<file path="src/rtl/bca_pkg.sv">
// shared types and constants for the bcd alarm clock
`timescale 1ns / 1ps

package bca_pkg;

    localparam int TPS_W = 16;
    localparam int CFG_DATA_W = 32;
    localparam int CFG_ADDR_W = 3;
    localparam logic [TPS_W-1:0] TPS_RESET = 16'd10;

    // register index, taken from paddr[2]
    localparam logic REG_TICK_RATE = 1'b0;

    typedef enum logic [2:0] {
        CMD_TICK         = 3'd0,
        CMD_SET_TIME     = 3'd1,
        CMD_SET_ALARM    = 3'd2,
        CMD_ENABLE       = 3'd3,
        CMD_DISABLE      = 3'd4,
        CMD_SNOOZE_MIN   = 3'd5,
        CMD_SNOOZE_ALARM = 3'd6
    } cmd_code_t;

    typedef struct packed {
        logic [3:0] ht;
        logic [3:0] ho;
        logic [3:0] mt;
        logic [3:0] mo;
        logic [3:0] st;
        logic [3:0] so;
    } bcd_time_t;

    typedef struct packed {
        logic [3:0] ht;
        logic [3:0] ho;
        logic [3:0] mt;
        logic [3:0] mo;
    } alarm_time_t;

    typedef struct packed {
        logic [2:0]  command;
        bcd_time_t   digits;
        logic [5:0]  snooze_minutes;
    } cmd_req_t;

    typedef struct packed {
        bcd_time_t   digits;
        logic        time_valid;
        logic        alarm_valid;
        logic        alarm_on;
        logic        snoozed;
        logic        ringing;
        logic        alarm_fire;
    } clock_res_t;

    typedef struct packed {
        logic [TPS_W-1:0] subsec;
        bcd_time_t        now;
        alarm_time_t      alarm;
        bcd_time_t        snooze;
        logic             time_ok;
        logic             alarm_ok;
        logic             enabled;
        logic             pending;
        logic             sounded;
        logic             ringing;
    } clock_state_t;

endpackage

</file>
<file path="src/rtl/bca_cmd_if.sv">
// command request channel
`timescale 1ns / 1ps

interface bca_cmd_if;
    logic       valid;
    logic       ready;
    logic [2:0] command;
    logic [3:0] hour_tens_in;
    logic [3:0] hour_ones_in;
    logic [3:0] minute_tens_in;
    logic [3:0] minute_ones_in;
    logic [3:0] second_tens_in;
    logic [3:0] second_ones_in;
    logic [5:0] snooze_minutes;

    modport source (
        output valid, command, hour_tens_in, hour_ones_in, minute_tens_in,
               minute_ones_in, second_tens_in, second_ones_in, snooze_minutes,
        input  ready
    );

    modport sink (
        input  valid, command, hour_tens_in, hour_ones_in, minute_tens_in,
               minute_ones_in, second_tens_in, second_ones_in, snooze_minutes,
        output ready
    );
endinterface

</file>
<file path="src/rtl/bca_res_if.sv">
// result channel: time digits and status flags
`timescale 1ns / 1ps

interface bca_res_if;
    logic       valid;
    logic       ready;
    logic [3:0] hour_tens;
    logic [3:0] hour_ones;
    logic [3:0] minute_tens;
    logic [3:0] minute_ones;
    logic [3:0] second_tens;
    logic [3:0] second_ones;
    logic       time_valid;
    logic       alarm_valid;
    logic       alarm_on;
    logic       snoozed;
    logic       ringing;
    logic       alarm_fire;

    modport source (
        output valid, hour_tens, hour_ones, minute_tens, minute_ones, second_tens,
               second_ones, time_valid, alarm_valid, alarm_on, snoozed, ringing,
               alarm_fire,
        input  ready
    );

    modport sink (
        input  valid, hour_tens, hour_ones, minute_tens, minute_ones, second_tens,
               second_ones, time_valid, alarm_valid, alarm_on, snoozed, ringing,
               alarm_fire,
        output ready
    );
endinterface

</file>
<file path="src/rtl/bcd_alarm_clock.sv">
// top level of the bcd alarm clock
`timescale 1ns / 1ps

// 24-hour bcd clock with one alarm and snooze.
// cmd: one request per command (tick, set time, set alarm, enable, disable,
//   snooze by minutes, snooze to alarm time), valid/ready handshake.
// res: exactly one result per request, in order, with the time digits and
//   status flags after the update and a one-result alarm_fire pulse.
// apb port: tick rate register at byte address 0, written only while idle;
//   the user must ensure this, the block itself does not enforce it.
// a request is latched in an input register; once res can accept, the
//   single pass of bcd update logic writes clock state and result register.
// one request per cycle while res.ready; the clock state lives only in the
//   result stage, so back-to-back commands see each other's updates.
// when res stalls the result register holds and the input register still
//   takes one more request; cmd.ready then drops until res drains.
// reset clears the state to 00:00:00 with time and alarm not valid and
//   the tick rate to 10; no result is pending after reset.
module bcd_alarm_clock (
    input  logic                           clk,
    input  logic                           rst_n,
    bca_cmd_if.sink                        cmd,
    bca_res_if.source                      res,
    input  logic                           psel,
    input  logic                           penable,
    input  logic                           pwrite,
    input  logic [bca_pkg::CFG_ADDR_W-1:0] paddr,
    input  logic [bca_pkg::CFG_DATA_W-1:0] pwdata,
    output logic [bca_pkg::CFG_DATA_W-1:0] prdata,
    output logic                           pready
);
    import bca_pkg::*;

    logic [TPS_W-1:0] tps;
    cmd_req_t         req_in;
    cmd_req_t         req_reg;
    logic             req_vld_reg;
    clock_state_t     state_reg;
    clock_state_t     state_next;
    clock_res_t       res_next;
    clock_res_t       res_reg;
    logic             res_vld_reg;
    logic             advance;
    logic             cmd_take;

    bca_cfg_regs u_cfg (
        .clk     (clk),
        .rst_n   (rst_n),
        .psel    (psel),
        .penable (penable),
        .pwrite  (pwrite),
        .paddr   (paddr),
        .pwdata  (pwdata),
        .prdata  (prdata),
        .pready  (pready),
        .tps     (tps)
    );

    bca_step u_step (
        .cur (state_reg),
        .req (req_reg),
        .tps (tps),
        .nxt (state_next),
        .res (res_next)
    );

    always_comb
    begin
        req_in.command        = cmd.command;
        req_in.digits.ht      = cmd.hour_tens_in;
        req_in.digits.ho      = cmd.hour_ones_in;
        req_in.digits.mt      = cmd.minute_tens_in;
        req_in.digits.mo      = cmd.minute_ones_in;
        req_in.digits.st      = cmd.second_tens_in;
        req_in.digits.so      = cmd.second_ones_in;
        req_in.snooze_minutes = cmd.snooze_minutes;
    end

    assign advance   = req_vld_reg && (!res_vld_reg || res.ready);
    assign cmd.ready = !req_vld_reg || advance;
    assign cmd_take  = cmd.valid && cmd.ready;

    always_ff @(posedge clk or negedge rst_n)
    begin
        if (!rst_n)
        begin
            req_vld_reg <= 1'b0;
        end
        else if (cmd_take)
        begin
            req_vld_reg <= 1'b1;
        end
        else if (advance)
        begin
            req_vld_reg <= 1'b0;
        end
    end

    always_ff @(posedge clk)
    begin
        if (cmd_take)
        begin
            req_reg <= req_in;
        end
    end

    always_ff @(posedge clk or negedge rst_n)
    begin
        if (!rst_n)
        begin
            state_reg   <= '0;
            res_vld_reg <= 1'b0;
        end
        else if (advance)
        begin
            state_reg   <= state_next;
            res_vld_reg <= 1'b1;
        end
        else if (res.ready)
        begin
            res_vld_reg <= 1'b0;
        end
    end

    always_ff @(posedge clk)
    begin
        if (advance)
        begin
            res_reg <= res_next;
        end
    end

    assign res.valid       = res_vld_reg;
    assign res.hour_tens   = res_reg.digits.ht;
    assign res.hour_ones   = res_reg.digits.ho;
    assign res.minute_tens = res_reg.digits.mt;
    assign res.minute_ones = res_reg.digits.mo;
    assign res.second_tens = res_reg.digits.st;
    assign res.second_ones = res_reg.digits.so;
    assign res.time_valid  = res_reg.time_valid;
    assign res.alarm_valid = res_reg.alarm_valid;
    assign res.alarm_on    = res_reg.alarm_on;
    assign res.snoozed     = res_reg.snoozed;
    assign res.ringing     = res_reg.ringing;
    assign res.alarm_fire  = res_reg.alarm_fire;

endmodule

</file>
<file path="src/rtl/bca_cfg_regs.sv">
// apb configuration register: ticks per second
`timescale 1ns / 1ps

module bca_cfg_regs (
    input  logic                           clk,
    input  logic                           rst_n,
    input  logic                           psel,
    input  logic                           penable,
    input  logic                           pwrite,
    input  logic [bca_pkg::CFG_ADDR_W-1:0] paddr,
    input  logic [bca_pkg::CFG_DATA_W-1:0] pwdata,
    output logic [bca_pkg::CFG_DATA_W-1:0] prdata,
    output logic                           pready,
    output logic [bca_pkg::TPS_W-1:0]      tps
);
    import bca_pkg::*;

    logic [TPS_W-1:0] tps_reg;
    logic             reg_idx;
    logic             wr_en;

    assign reg_idx = paddr[2];
    assign pready  = 1'b1;
    assign wr_en   = psel && penable && pwrite && pready
                     && (reg_idx == REG_TICK_RATE);

    always_ff @(posedge clk or negedge rst_n)
    begin
        if (!rst_n)
        begin
            tps_reg <= TPS_RESET;
        end
        else if (wr_en)
        begin
            tps_reg <= pwdata[TPS_W-1:0];
        end
    end

    always_comb
    begin
        prdata = '0;
        if (psel && (reg_idx == REG_TICK_RATE))
        begin
            prdata = {{(CFG_DATA_W-TPS_W){1'b0}}, tps_reg};
        end
    end

    assign tps = tps_reg;

endmodule

</file>
<file path="src/rtl/bca_step.sv">
// next-state and result logic for one command
`timescale 1ns / 1ps

module bca_step (
    input  bca_pkg::clock_state_t      cur,
    input  bca_pkg::cmd_req_t          req,
    input  logic [bca_pkg::TPS_W-1:0]  tps,
    output bca_pkg::clock_state_t      nxt,
    output bca_pkg::clock_res_t        res
);
    import bca_pkg::*;

    function automatic logic legal_time(input bcd_time_t t);
        logic digits_ok;
        logic hour_ok;
        digits_ok = (t.ht <= 4'd9) && (t.ho <= 4'd9) && (t.mo <= 4'd9)
                    && (t.so <= 4'd9);
        hour_ok = (t.ht < 4'd2) || ((t.ht == 4'd2) && (t.ho <= 4'd3));
        return digits_ok && hour_ok && (t.mt <= 4'd5) && (t.st <= 4'd5);
    endfunction

    // plain bcd carry chain, midnight handled by the caller
    function automatic bcd_time_t inc_second(input bcd_time_t t);
        bcd_time_t r;
        r = t;
        if (t.so < 4'd9)
        begin
            r.so = t.so + 4'd1;
        end
        else
        begin
            r.so = 4'd0;
            if (t.st < 4'd5)
            begin
                r.st = t.st + 4'd1;
            end
            else
            begin
                r.st = 4'd0;
                if (t.mo < 4'd9)
                begin
                    r.mo = t.mo + 4'd1;
                end
                else
                begin
                    r.mo = 4'd0;
                    if (t.mt < 4'd5)
                    begin
                        r.mt = t.mt + 4'd1;
                    end
                    else
                    begin
                        r.mt = 4'd0;
                        if (t.ho < 4'd9)
                        begin
                            r.ho = t.ho + 4'd1;
                        end
                        else
                        begin
                            r.ho = 4'd0;
                            r.ht = t.ht + 4'd1;
                        end
                    end
                end
            end
        end
        return r;
    endfunction

    // add minutes to a time, keep seconds, wrap at 24 hours
    function automatic bcd_time_t add_minutes(input bcd_time_t b,
                                              input logic [5:0] m);
        bcd_time_t   r;
        logic [6:0]  mins;
        logic [6:0]  hrs;
        logic [1:0]  hcarry;
        logic [3:0]  mt;
        logic [3:0]  ht;
        r = b;
        mins = ({3'b000, b.mt} << 3) + ({3'b000, b.mt} << 1) + {3'b000, b.mo}
               + {1'b0, m};
        hcarry = 2'd0;
        if (mins >= 7'd120)
        begin
            mins = mins - 7'd120;
            hcarry = 2'd2;
        end
        else if (mins >= 7'd60)
        begin
            mins = mins - 7'd60;
            hcarry = 2'd1;
        end
        if (mins >= 7'd50)
        begin
            mt = 4'd5;
        end
        else if (mins >= 7'd40)
        begin
            mt = 4'd4;
        end
        else if (mins >= 7'd30)
        begin
            mt = 4'd3;
        end
        else if (mins >= 7'd20)
        begin
            mt = 4'd2;
        end
        else if (mins >= 7'd10)
        begin
            mt = 4'd1;
        end
        else
        begin
            mt = 4'd0;
        end
        mins = mins - (({3'b000, mt} << 3) + ({3'b000, mt} << 1));
        hrs = ({3'b000, b.ht} << 3) + ({3'b000, b.ht} << 1) + {3'b000, b.ho}
              + {5'b00000, hcarry};
        if (hrs >= 7'd24)
        begin
            hrs = hrs - 7'd24;
        end
        if (hrs >= 7'd20)
        begin
            ht = 4'd2;
        end
        else if (hrs >= 7'd10)
        begin
            ht = 4'd1;
        end
        else
        begin
            ht = 4'd0;
        end
        hrs = hrs - (({3'b000, ht} << 3) + ({3'b000, ht} << 1));
        r.ht = ht;
        r.ho = hrs[3:0];
        r.mt = mt;
        r.mo = mins[3:0];
        return r;
    endfunction

    localparam bcd_time_t LAST_SECOND = '{
        ht: 4'd2, ho: 4'd3, mt: 4'd5, mo: 4'd9, st: 4'd5, so: 4'd9
    };

    logic [TPS_W-1:0] subsec_inc;
    bcd_time_t        alarm_full;
    bcd_time_t        set_alarm_full;
    logic             fire;

    assign subsec_inc     = cur.subsec + {{(TPS_W-1){1'b0}}, 1'b1};
    assign alarm_full     = {cur.alarm, 4'd0, 4'd0};
    assign set_alarm_full = {req.digits.ht, req.digits.ho, req.digits.mt,
                             req.digits.mo, 4'd0, 4'd0};

    always_comb
    begin
        nxt  = cur;
        fire = 1'b0;
        case (cmd_code_t'(req.command))
            CMD_TICK:
            begin
                if (cur.time_ok)
                begin
                    if (subsec_inc >= tps)
                    begin
                        nxt.subsec = '0;
                        if (cur.now == LAST_SECOND)
                        begin
                            nxt.now     = '0;
                            nxt.sounded = 1'b0;
                        end
                        else
                        begin
                            nxt.now = inc_second(cur.now);
                        end
                    end
                    else
                    begin
                        nxt.subsec = subsec_inc;
                    end
                    // a pending snooze takes the place of the alarm compare
                    if (cur.pending)
                    begin
                        if (nxt.now == cur.snooze)
                        begin
                            nxt.pending = 1'b0;
                            nxt.sounded = 1'b1;
                            nxt.ringing = 1'b1;
                            fire        = cur.enabled;
                        end
                    end
                    else if (cur.enabled && cur.alarm_ok && !nxt.sounded
                             && (nxt.now == alarm_full))
                    begin
                        nxt.sounded = 1'b1;
                        nxt.ringing = 1'b1;
                        fire        = 1'b1;
                    end
                end
            end
            CMD_SET_TIME:
            begin
                if (legal_time(req.digits))
                begin
                    nxt.now     = req.digits;
                    nxt.time_ok = 1'b1;
                end
                else
                begin
                    nxt.time_ok = 1'b0;
                end
            end
            CMD_SET_ALARM:
            begin
                nxt.alarm    = set_alarm_full[23:8];
                nxt.alarm_ok = legal_time(set_alarm_full);
                nxt.enabled  = 1'b1;
                nxt.sounded  = 1'b0;
                nxt.ringing  = 1'b0;
            end
            CMD_ENABLE:
            begin
                nxt.enabled = 1'b1;
            end
            CMD_DISABLE:
            begin
                nxt.enabled = 1'b0;
                nxt.pending = 1'b0;
                nxt.sounded = 1'b0;
                nxt.ringing = 1'b0;
            end
            CMD_SNOOZE_MIN:
            begin
                if (cur.time_ok && (req.snooze_minutes != 6'd0))
                begin
                    nxt.snooze  = add_minutes(cur.pending ? cur.snooze : cur.now,
                                              req.snooze_minutes);
                    nxt.pending = 1'b1;
                    nxt.sounded = 1'b0;
                    nxt.ringing = 1'b0;
                end
            end
            CMD_SNOOZE_ALARM:
            begin
                if (cur.time_ok && cur.alarm_ok)
                begin
                    nxt.snooze  = alarm_full;
                    nxt.pending = 1'b1;
                    nxt.enabled = 1'b1;
                    nxt.sounded = 1'b0;
                    nxt.ringing = 1'b0;
                end
            end
            default:
            begin
                nxt = cur;
            end
        endcase
    end

    always_comb
    begin
        res.digits      = nxt.now;
        res.time_valid  = nxt.time_ok;
        res.alarm_valid = nxt.alarm_ok;
        res.alarm_on    = nxt.enabled;
        res.snoozed     = nxt.pending;
        res.ringing     = nxt.ringing;
        res.alarm_fire  = fire;
    end

endmodule
</file>
<file path="src/flat_wrapper.sv">
// flat-port wrapper written by rule: the top's interface ports become plain ports
module bcd_alarm_clock_flat import bca_pkg::*;
  (clk, rst_n, psel, penable, pwrite, paddr, pwdata, prdata, pready, cmd_valid, cmd_command, cmd_hour_tens_in, cmd_hour_ones_in, cmd_minute_tens_in, cmd_minute_ones_in, cmd_second_tens_in, cmd_second_ones_in, cmd_snooze_minutes, cmd_ready, res_valid, res_hour_tens, res_hour_ones, res_minute_tens, res_minute_ones, res_second_tens, res_second_ones, res_time_valid, res_alarm_valid, res_alarm_on, res_snoozed, res_ringing, res_alarm_fire, res_ready);
  bca_cmd_if cmd_i ();
  bca_res_if res_i ();
  input  logic clk;
  input  logic rst_n;
  input  logic psel;
  input  logic penable;
  input  logic pwrite;
  input  logic [bca_pkg::CFG_ADDR_W-1:0] paddr;
  input  logic [bca_pkg::CFG_DATA_W-1:0] pwdata;
  output logic [bca_pkg::CFG_DATA_W-1:0] prdata;
  output logic pready;
  input wire logic [$bits(cmd_i.valid)-1:0] cmd_valid;
  input wire logic [$bits(cmd_i.command)-1:0] cmd_command;
  input wire logic [$bits(cmd_i.hour_tens_in)-1:0] cmd_hour_tens_in;
  input wire logic [$bits(cmd_i.hour_ones_in)-1:0] cmd_hour_ones_in;
  input wire logic [$bits(cmd_i.minute_tens_in)-1:0] cmd_minute_tens_in;
  input wire logic [$bits(cmd_i.minute_ones_in)-1:0] cmd_minute_ones_in;
  input wire logic [$bits(cmd_i.second_tens_in)-1:0] cmd_second_tens_in;
  input wire logic [$bits(cmd_i.second_ones_in)-1:0] cmd_second_ones_in;
  input wire logic [$bits(cmd_i.snooze_minutes)-1:0] cmd_snooze_minutes;
  output wire logic [$bits(cmd_i.ready)-1:0] cmd_ready;
  output wire logic [$bits(res_i.valid)-1:0] res_valid;
  output wire logic [$bits(res_i.hour_tens)-1:0] res_hour_tens;
  output wire logic [$bits(res_i.hour_ones)-1:0] res_hour_ones;
  output wire logic [$bits(res_i.minute_tens)-1:0] res_minute_tens;
  output wire logic [$bits(res_i.minute_ones)-1:0] res_minute_ones;
  output wire logic [$bits(res_i.second_tens)-1:0] res_second_tens;
  output wire logic [$bits(res_i.second_ones)-1:0] res_second_ones;
  output wire logic [$bits(res_i.time_valid)-1:0] res_time_valid;
  output wire logic [$bits(res_i.alarm_valid)-1:0] res_alarm_valid;
  output wire logic [$bits(res_i.alarm_on)-1:0] res_alarm_on;
  output wire logic [$bits(res_i.snoozed)-1:0] res_snoozed;
  output wire logic [$bits(res_i.ringing)-1:0] res_ringing;
  output wire logic [$bits(res_i.alarm_fire)-1:0] res_alarm_fire;
  input wire logic [$bits(res_i.ready)-1:0] res_ready;
  assign cmd_i.valid = cmd_valid;
  assign cmd_i.command = cmd_command;
  assign cmd_i.hour_tens_in = cmd_hour_tens_in;
  assign cmd_i.hour_ones_in = cmd_hour_ones_in;
  assign cmd_i.minute_tens_in = cmd_minute_tens_in;
  assign cmd_i.minute_ones_in = cmd_minute_ones_in;
  assign cmd_i.second_tens_in = cmd_second_tens_in;
  assign cmd_i.second_ones_in = cmd_second_ones_in;
  assign cmd_i.snooze_minutes = cmd_snooze_minutes;
  assign cmd_ready = cmd_i.ready;
  assign res_valid = res_i.valid;
  assign res_hour_tens = res_i.hour_tens;
  assign res_hour_ones = res_i.hour_ones;
  assign res_minute_tens = res_i.minute_tens;
  assign res_minute_ones = res_i.minute_ones;
  assign res_second_tens = res_i.second_tens;
  assign res_second_ones = res_i.second_ones;
  assign res_time_valid = res_i.time_valid;
  assign res_alarm_valid = res_i.alarm_valid;
  assign res_alarm_on = res_i.alarm_on;
  assign res_snoozed = res_i.snoozed;
  assign res_ringing = res_i.ringing;
  assign res_alarm_fire = res_i.alarm_fire;
  assign res_i.ready = res_ready;
  bcd_alarm_clock u_core (.clk(clk), .rst_n(rst_n), .cmd(cmd_i), .res(res_i), .psel(psel), .penable(penable), .pwrite(pwrite), .paddr(paddr), .pwdata(pwdata), .prdata(prdata), .pready(pready));
endmodule
</file>
<file path="config.mk">
export PLATFORM = sky130hd
export DESIGN_NAME = bcd_alarm_clock_flat
export DESIGN_NICKNAME = d
export VERILOG_FILES = /design/src/rtl/bca_pkg.sv /design/src/rtl/bca_cmd_if.sv /design/src/rtl/bca_res_if.sv /design/src/rtl/bcd_alarm_clock.sv /design/src/rtl/bca_cfg_regs.sv /design/src/rtl/bca_step.sv /design/src/flat_wrapper.sv
export SDC_FILE = /design/constraint.sdc
export NUM_CORES = 1
export LEC_CHECK = 0
export BUFFER_PORTS_ARGS = -buffer_cell sky130_fd_sc_hd__clkbuf_2
export CORE_MARGIN = 2
export CORE_UTILIZATION = 38
export DETAILED_ROUTE_END_ITERATION = 16
export GPL_TIMING_DRIVEN = 0
export PLACE_DENSITY = 0.56
export SLEW_MARGIN = 25
export SYNTH_ARGS = -nofsm -noshare
export SYNTH_HDL_FRONTEND = slang
export SYNTH_SLANG_ARGS = --single-unit
</file>
<file path="constraint.sdc">
create_clock -name clk -period 6.7 [get_ports clk]
set_clock_uncertainty 0.05 [all_clocks]
set_input_delay 0.67 -clock clk [delete_from_list [all_inputs] [get_ports clk]]
set_output_delay 0.67 -clock clk [all_outputs]
set_load 0.02 [all_outputs]
</file>
==> results of run 1 <==
per-stage QoR:
step | std cells | utilization (%) | TNS, ps | setup WS (ps)
floorplan | 1284 | - | 0 | 55.6
global placement | 1784 | 42.1 | -3120 | -952
detailed placement | 1787 | 42.4 | -3290 | -978
CTS | 1847 | 46.0 | -20.6 | -20.6
global route | 1852 | 46.2 | -991 | -346
finish | 1852 | 46.2 | -173 | -94.1
per-layer routing:
metal / vias to the layer above / part of all wire (%) / global-route usage (%)
li1: 4935 / - / -
met4: 0 / 2.7 / 8.70
met2: 361 / 48 / 39.8
met1: 5154 / 43 / 33.1
met5: - / 0 / 0
met3: 51 / 6.4 / 3.12
power by group:
| group | switching (mW) | internal, mW | total [mW] |
|---|---|---|---|
| Sequential | 0.133 | 1.19 | 1.32 |
| Combinational | 0.895 | 0.670 | 1.56 |
| Clock | 0.492 | 0.492 | 0.984 |
| Total | 1.52 | 2.35 | 3.87 |
worst paths after layout:
| check | startpoint | endpoint | slack (ps) | cells past startpoint |
|---|---|---|---|---|
| worst max register to register | u_core.state_reg[2] | u_core.state_reg[25] | -90 | 30 |
| max in group asynchronous | rst_n | u_core.state_reg[2] | 5820 | 2 |
| min in group clk | cmd_second_ones_in[3] | u_core.req_reg[9] | 330 | 1 |
| worst min register to register | u_core.state_reg[85] | u_core.state_reg[85] | 450 | 2 |
| worst min-delay path | rst_n | u_core.u_cfg.tps[2] | 80 | 1 |
| worst max-delay path | u_core.state_reg[2] | u_core.state_reg[25] | -90 | 30 |
cell families after synthesis:
kind of cell	after synthesis
flops	167
other cells	2
mux	62
simple gates	422
buf+inv	167
compound gates	322
xor+xnor	58
fa+ha+maj	69
worst max-delay path: cells and delay by family (launching register included):
kind | cells | cell delay (ps)
fa+ha+maj | 8 | 2820
compound gates | 6 | 780
buf+inv | 5 | 440
xor+xnor | 4 | 650
flops | 1 | 460
mux | 2 | 490
simple gates | 5 | 950
Yosys cell counts, drive strengths merged (7+ instances only):
cell type	count	share of area (%)
a211oi	11	0.71
or3	11	0.59
xor2	16	1.3
o211ai	17	1.1
edfxtp	63	16
clkbuf	44	1.4
and2	25	1.3
dfrtp	102	22
a22oi	12	0.86
a221o	10	0.86
inv	90	2.9
buf	33	1.8
xnor2	40	3.1
nor2	67	2.2
and3	21	1.1
or4	8	0.55
nand3	45	1.9
o21ai	111	4.8
nand4	12	0.64
a21oi	49	2.1
nand2	142	4.6
o31ai	12	0.77
or2	7	0.38
mux2i	20	1.7
o22ai	10	0.54
nor3	21	0.90
nor4	12	0.77
mux2	42	4.1
a21o	10	0.64
ha	61	6.5
fa	8	1.4
nor2b	9	0.48
a31oi	13	0.75
nand2b	17	0.98
a222oi	7	0.60
final cells by class:
cell class | instances | area (µm²) | share of cell area [%]
Buffer | 75 | 390 | 2.78
Sequential cell | 167 | 4500 | 32.0
Multi-Input combinational cell | 950 | 6870 | 48.9
Clock buffer | 17 | 425 | 3.02
Inverter | 90 | 345 | 2.46
Clock inverter | 15 | 139 | 0.987
Timing Repair Buffer | 142 | 900 | 6.40
Tap cell | 396 | 495 | 3.52
timing repair:
action,4_1_cts,5_1_grt
setup endpoints to repair,5,3
hold buffers,0,0
resized for setup,58,11
pin swaps,21,22
setup buffers,29,7
==> impl_metrics.env, run 1 <==
export IMPL_status="complete, but fails checks"
export IMPL_violations="setup timing"
export IMPL_required_ps=6970
export IMPL_arrival_ps=7060
export IMPL_cts_sinks=167
export IMPL_critPathCaptureType="flop"
export IMPL_dp_hpwl_mm=29.4
export IMPL_cts_buffer_depth=2
export IMPL_nNetsFinal=1587
export IMPL_synth_mux_area_share_pct=5.77
export IMPL_drv_cap=0
export IMPL_async_reset_ff_share_pct=62.3
export IMPL_ys_seq_elements=167
export IMPL_grt_max_degree=71
export IMPL_netlist_cell_type_count=97
export IMPL_synth_xor_xnor_area_share_pct=4.78
export IMPL_row_count=64
export IMPL_chipWidth_um=179
export IMPL_fmax_mhz=147
export IMPL_p_per_area_nw_per_um2=275
export IMPL_fin_crit_sh_pct=101
export IMPL_num_fill_cells=2958
export IMPL_diodes=0
export IMPL_wl_per_cell_um=20.9
export IMPL_cp_slowest_stage_delay_ps=610
export IMPL_setup_viol=3
export IMPL_portBuffers=104
export IMPL_coreArea_um2=30400
export IMPL_period_minus_slack_ps=6790
export IMPL_syn_inst=1269
export IMPL_fin_ws_ps=-94.1
export IMPL_antenna_violating_nets_post_route=0
export IMPL_drc=0
export IMPL_area_growth_pct=20.5
export IMPL_mostFrequentLayoutCells="139 x nand2_1, 103 x clkbuf_2, 100 x dfrtp_1"
export IMPL_clk_pin_slew_worst_paths_ps=80
export IMPL_critical_path_class="flop to flop"
export IMPL_yosysWarnings=0
export IMPL_grt_pass1_vias=9946
export IMPL_start_kind="flop"
export IMPL_cp_slowest_cell="fa_1"
export IMPL_fp_dieH_um=179
export IMPL_start_util_pct=38.4
export IMPL_grt_pass1_wl_mm=58.6
export IMPL_synth_edf_count=63
export IMPL_layout_commonest_cell="nand2_1"
export IMPL_worstPathMaxFanout=5
export IMPL_whs_ps=84.7
export IMPL_slew_viol_final=0
export IMPL_insertion_delay_ps=460
export IMPL_dr_pass1_iters=5
export IMPL_gp_congestion=0.933
export IMPL_ys_seq_area_share_pct=38.5
export IMPL_ir_drop_mv=0.188
export IMPL_vias=10500
export IMPL_drt_iter0_drc=1183
export IMPL_synth_top_family_by_area="compound AO/OA/AOI/OAI gates"
export IMPL_dieArea_um2=32100
export IMPL_placed_area_um2=12900
export IMPL_hold_viol_final=0
export IMPL_clockRootBuffer="clkbuf_16"
export IMPL_htreeDepth=4
export IMPL_synth_avg_cell_area_um2=9.20
export IMPL_drive_above_1_share_pct=22.5
export IMPL_relSlewSlack_pct=25.9
export IMPL_fin_area_um2=14100
export IMPL_rsz0062_at_grt="yes"
export IMPL_synthFlopType="dfrtp_1"
export IMPL_synthSimpleGateAreaFrac_pct=18.4
export IMPL_largest_register_ffs=86
export IMPL_min_path_type="input port to asynchronous set/reset pin"
export IMPL_worst_pin_slew_ps=1110
export IMPL_syn_area_um2=11700
export IMPL_routed_via_density=5.67
export IMPL_synth_compound_area_share_pct=18.4
export IMPL_grt_total_usage_pct=24.4
export IMPL_cts_made_buffers=17
export IMPL_synth_adder_area_share_pct=7.91
export IMPL_power_mw=3.87
export IMPL_antenna_found_initial=0
export IMPL_io_pin_count=140
export IMPL_power_leakage_nw=6.12
export IMPL_grt_overflow=0
export IMPL_cp_common_cell="ha_4"
export IMPL_cts_tree="yes"
export IMPL_drt_wl_total_mm=38.8
Note: power is estimated with default switching activity, not from simulation.
==> run 2: changes to the inputs <==
--- a/config.mk
+++ b/config.mk
@@ -11,6 +11,8 @@
 export DETAILED_ROUTE_END_ITERATION = 16
 export GPL_TIMING_DRIVEN = 0
 export PLACE_DENSITY = 0.56
+export RECOVER_POWER = 25
+export SETUP_SLACK_MARGIN = 0.05
 export SLEW_MARGIN = 25
 export SYNTH_ARGS = -nofsm -noshare
 export SYNTH_HDL_FRONTEND = slang
==> run 2 against run 1 <==
  * The run ends with capacitance limit, slew limit, setup timing left
  * Die area unchanged
  * Worst hold slack improved by 250 ps
  * Critical endpoint unchanged
  * Combinational power about the same
  * Sequential power about the same
  * Count of clock-buffer cells in the layout unchanged
  * Power increased by 0.32%
  * Final cell count increased by 0.16%
  * Critical path depth unchanged
  * Sequential share of layout area about the same
  * Non-clock buffer count increased by 3
  * Routed wire length increased by 0.19%
==> impl_metrics.env, run 2 (synthesized netlist as in run 1, its figures left out) <==
export IMPL_status="complete, but fails checks"
export IMPL_violations="capacitance limit, slew limit, setup timing"
export IMPL_grt_total_usage_pct=24.3
export IMPL_grt_pass1_vias=9908
export IMPL_rsz0062_at_grt="yes"
export IMPL_setup_viol=1
export IMPL_vias=10600
export IMPL_row_count=64
export IMPL_cts_tree="yes"
export IMPL_grt_overflow=0
export IMPL_critical_path_class="flop to flop"
export IMPL_arrival_ps=6980
export IMPL_power_mw=3.89
export IMPL_whs_ps=331
export IMPL_power_leakage_nw=6.11
export IMPL_critPathCaptureType="flop"
export IMPL_slew_viol_final=107
export IMPL_drive_above_1_share_pct=22.3
export IMPL_cp_common_cell="ha_4"
export IMPL_nNetsFinal=1590
export IMPL_cts_buffer_depth=2
export IMPL_start_util_pct=38.4
export IMPL_layoutNonFillerInstCount=1855
export IMPL_multiInputGateArea_um2=6870
export IMPL_grt_pass1_wl_mm=58.5
export IMPL_hold_viol_final=0
export IMPL_gp_congestion=0.933
export IMPL_dp_hpwl_mm=29.4
export IMPL_mostFrequentLayoutCells="139 x nand2_1, 103 x clkbuf_2, 101 x dfrtp_1"
export IMPL_drt_iter0_drc=1046
export IMPL_ir_drop_mv=0.189
export IMPL_dieArea_um2=32100
export IMPL_routed_via_density=5.70
export IMPL_placedCellCount=1787
export IMPL_insertion_delay_ps=460
export IMPL_drc=0
export IMPL_wl_per_cell_um=20.9
export IMPL_drt_wl_total_mm=38.8
export IMPL_seq_area_um2=4500
export IMPL_period_minus_slack_ps=6710
export IMPL_cts_sinks=167
export IMPL_htreeDepth=4
export IMPL_area_growth_pct=20.3
export IMPL_relSlewSlack_pct=-157
export IMPL_fin_crit_sh_pct=100
export IMPL_min_path_type="input port to flop"
export IMPL_clockRootBuffer="clkbuf_16"
export IMPL_required_ps=6970
export IMPL_io_pin_count=140
export IMPL_cp_slowest_stage_delay_ps=560
export IMPL_grt_max_degree=71
export IMPL_worstPathMaxFanout=5
export IMPL_dr_pass1_iters=5
export IMPL_chipWidth_um=179
export IMPL_antenna_found_initial=0
export IMPL_place_ws_ps=-978
export IMPL_layout_commonest_cell="nand2_1"
export IMPL_fmax_mhz=149
export IMPL_fin_ws_ps=-10.8
export IMPL_coreArea_um2=30400
export IMPL_start_kind="flop"
export IMPL_clk_pin_slew_worst_paths_ps=90
export IMPL_num_fill_cells=2972
export IMPL_finish_utilization_pct=46.2
export IMPL_largest_register_ffs=86
export IMPL_portBuffers=104
export IMPL_postCtsHoldBufs=0
export IMPL_fp_dieH_um=179
export IMPL_worst_pin_slew_ps=3850
export IMPL_antenna_violating_nets_post_route=0
export IMPL_drv_cap=2
export IMPL_diodes=0
export IMPL_cp_slowest_cell="fa_1"
export IMPL_p_per_area_nw_per_um2=277
export IMPL_cts_made_buffers=17
run 2: power breakdown:
group / total (mW) / switching, mW / internal (mW)
clock network: 0.986 / 0.494 / 0.492
registers: 1.32 / 0.129 / 1.19
logic: 1.58 / 0.903 / 0.677
run 2: critical path, delay by kind of cell (launching register included):
kind,cells,cell delay [ps]
adders and majority gates,9,3030
buffers and inverters,8,830
and+or+nand+nor,3,690
xor gates and xnor gates,4,680
muxes,2,500
AOI/OAI and AO/OA,4,400
DFF,1,380
run 2: area by class of cell:
cell class / instances / share of cell area (%)
well taps: 396 / 3.53
inverters: 90 / 2.48
clock inverters: 15 / 0.989
clock buffers: 17 / 3.03
repair buffers: 143 / 6.13
flip-flops and latches: 167 / 32.0
multi-input cells: 950 / 48.9
plain buffers: 77 / 2.92
run 2: worst paths after layout:
check                                      start                   end  slack (ps)  cells past startpoint
setup / recovery             u_core.state_reg[2]  u_core.state_reg[25]         -10                     30
hold / removal             cmd_second_ones_in[3]     u_core.req_reg[9]         330                      1
setup reg to reg             u_core.state_reg[2]  u_core.state_reg[25]         -10                     30
hold reg to reg             u_core.state_reg[85]  u_core.state_reg[85]         450                      2
max in group asynchronous                  rst_n  u_core.state_reg[58]        1280                      2
min in group asynchronous                  rst_n   u_core.u_cfg.tps[2]         770                      1
run 2: stage by stage:
step           TNS [ps]  area [µm²]
3_5_place_dp      -3290       12900
4_1_cts           -20.6       14000
3_3_place_gp      -3120       12800
5_1_grt            -628       14000
6_report          -10.8       14000
2_1_floorplan         0       11800
run 2: repair_timing:
item | in CTS | in global routing
pin swaps | 22 | 3
buffers inserted | 31 | 6
setup endpoints to repair | 5 | 5
resized for setup | 59 | 12
run 2: routing by layer:
layer / wire (µm) / GRT usage, % / part of all wire [%] / vias up
met5: 0 / 0 / 0 / -
met4: 1110 / 8.94 / 2.8 / 0
met3: 2630 / 2.97 / 6.8 / 60
met2: 18400 / 39.7 / 47 / 418
met1: 16700 / 33.1 / 43 / 5149
li1: - / - / - / 4946
==> run 3: changes to the inputs <==
--- a/config.mk
+++ b/config.mk
@@ -8,11 +8,13 @@
 export BUFFER_PORTS_ARGS = -buffer_cell sky130_fd_sc_hd__clkbuf_2
 export CORE_MARGIN = 2
 export CORE_UTILIZATION = 38
+export CTS_BUF_LIST = sky130_fd_sc_hd__clkbuf_16
 export DETAILED_ROUTE_END_ITERATION = 16
 export GPL_TIMING_DRIVEN = 0
 export PLACE_DENSITY = 0.56
 export RECOVER_POWER = 25
 export SETUP_SLACK_MARGIN = 0.05
+export SKIP_LAST_GASP = 1
 export SLEW_MARGIN = 25
 export SYNTH_ARGS = -nofsm -noshare
 export SYNTH_HDL_FRONTEND = slang
==> run 3 against run 2 <==
  * The run ends with capacitance limit, slew limit left
  * Final area up 0.13%
  * Worst hold slack worse by 0.67 ps
  * Core utilization up 0.062 points
  * Combinational power about the same
  * First-iteration DRC count up 5.1%
  * Sequential power about the same
  * Critical endpoint unchanged
  * Highest routed layer unchanged
==> impl_metrics.env, run 3 (synthesized netlist as in run 1, its figures left out) <==
export IMPL_grt_met3_usage_pct=2.97
export IMPL_r2r_end="u_core.state_reg[25]"
export IMPL_p_per_area_nw_per_um2=277
export IMPL_min_delay_start="cmd_second_ones_in[3]"
export IMPL_fin_area_um2=14100
export IMPL_cts_made_buffers=17
export IMPL_area_growth_pct=20.5
export IMPL_cp_slowest_stage_delay_ps=560
export IMPL_relSlewSlack_pct=-156
export IMPL_grt_use_met2_pct=39.7
export IMPL_period_minus_slack_ps=6700
export IMPL_holdPathStages=1
export IMPL_coreArea_um2=30400
export IMPL_worstPathMaxFanout=5
export IMPL_drv_cap=2
export IMPL_io_pin_count=140
export IMPL_fp_dieH_um=179
export IMPL_finish_utilization_pct=46.2
export IMPL_hold_end="u_core.req_reg[9]"
export IMPL_power_leakage_nw=6.12
export IMPL_hold_viol_final=0
export IMPL_wl_per_cell_um=20.9
export IMPL_violations="capacitance limit, slew limit"
export IMPL_place_ws_ps=-978
export IMPL_dp_hpwl_mm=29.4
export IMPL_grt_max_degree=71
export IMPL_start_util_pct=38.4
export IMPL_fmax_mhz=149
export IMPL_drt_iter0_drc=1099
export IMPL_setup_viol=0
export IMPL_rsz0062_at_grt="yes"
export IMPL_slew_viol_final=107
export IMPL_dieArea_um2=32100
export IMPL_diodes=0
export IMPL_r2r_cells=30
export IMPL_status="complete, but fails checks"
export IMPL_cts_tree="yes"
export IMPL_regToRegStartpoint="u_core.state_reg[2]"
export IMPL_drt_wl_total_mm=38.8
export IMPL_chipWidth_um=179
export IMPL_largest_register_ffs=86
export IMPL_insertion_delay_ps=460
export IMPL_nNetsFinal=1591
export IMPL_htreeDepth=4
export IMPL_cts_sinks=167
export IMPL_grt_pass1_wl_mm=58.5
export IMPL_arrival_ps=6970
export IMPL_gp_congestion=0.933
export IMPL_ir_drop_mv=0.189
export IMPL_grt_overflow=0
export IMPL_required_ps=6970
export IMPL_busiest_layer="met2"
export IMPL_cp_slowest_cell="fa_1"
export IMPL_routed_via_density=5.68
export IMPL_dr_pass1_iters=5
export IMPL_grt_pass1_vias=9908
export IMPL_cts_buffer_depth=2
export IMPL_layout_commonest_cell="nand2_1"
export IMPL_worst_pin_slew_ps=3840
export IMPL_start_kind="flop"
export IMPL_critical_path_class="flop to flop"
export IMPL_antenna_found_initial=0
export IMPL_placed_area_um2=12900
export IMPL_critPathCaptureType="flop"
export IMPL_mostFrequentLayoutCells="140 x nand2_1, 103 x clkbuf_2, 101 x dfrtp_1"
export IMPL_cp_common_cell="ha_4"
export IMPL_whs_ps=330
export IMPL_vias=10500
export IMPL_drive_above_1_share_pct=22.3
export IMPL_clockRootBuffer="clkbuf_16"
export IMPL_postCtsHoldBufs=0
export IMPL_num_fill_cells=2968
export IMPL_min_path_type="input port to flop"
export IMPL_portBuffers=104
export IMPL_drc=0
export IMPL_fin_crit_sh_pct=100
export IMPL_rrSetupSlack_ps=3
export IMPL_grt_met1_usage_pct=33.1
export IMPL_fin_ws_ps=3.15
export IMPL_row_count=64
export IMPL_power_mw=3.90
export IMPL_clk_pin_slew_worst_paths_ps=90
export IMPL_antenna_violating_nets_post_route=0
export IMPL_grt_total_usage_pct=24.3
==> run 3: timing repair <==
| action | 4_1_cts | 5_1_grt |
|---|---|---|
| endpoints found under the hold margin | 0 | 0 |
| buffers inserted | 31 | 7 |
| pin swaps | 22 | 5 |
| gates resized for setup | 58 | 14 |
| setup endpoints to repair | 5 | 5 |
==> run 3: worst max path at each step <==
| stage | start | endpoint | depth (start not counted) |
|---|---|---|---|
| CTS | u_core.state_reg[2] | u_core.state_reg[25] | 31 |
| global placement | u_core.state_reg[2] | u_core.state_reg[25] | 31 |
| detailed placement | u_core.state_reg[2] | u_core.state_reg[25] | 32 |
| global route | u_core.state_reg[2] | u_core.state_reg[25] | 31 |
| finish | u_core.state_reg[2] | u_core.state_reg[25] | 30 |
| floorplan | u_core.state_reg[2] | u_core.state_reg[25] | 28 |
==> run 3: area by class of cell <==
cell class              count  area (µm²)  share of cell area [%]
plain buffers              77         410                    2.92
clock buffers              17         425                    3.02
clock inverters            15         139                   0.987
inverters                  90         349                    2.48
multi-input cells         950        6880                    48.9
flip-flops and latches    167        4500                    32.0
well taps                 396         495                    3.52
repair buffers            144         868                    6.17
==> run 3: stage by stage <==
step                TNS (ps)  std cells
floorplan                  0       1284
global placement       -3120       1784
detailed placement     -3290       1787
CTS                    -29.2       1849
global route            -650       1856
finish                     0       1856
==> run 3: routing by layer <==
layer | vias to the layer above | part of all wire (%) | wire length, µm
li1 | 4939 | - | -
met1 | 5158 | 43 | 16900
met2 | 394 | 47 | 18400
met3 | 53 | 6.3 | 2460
met4 | 0 | 2.8 | 1100
met5 | - | 0 | 0
==> run 3: power breakdown <==
part | internal [mW] | switching [mW]
sequential | 1.19 | 0.129
clock | 0.492 | 0.494
combinational | 0.684 | 0.909
==> run 3: worst max-delay path: cells and delay by family (launching register included) <==
kind / cells / cell delay, ps
fa+ha+maj: 9 / 2990
buf+inv: 8 / 860
flops: 1 / 380
compound gates: 4 / 350
mux: 2 / 490
simple gates: 3 / 680
xor+xnor: 4 / 740
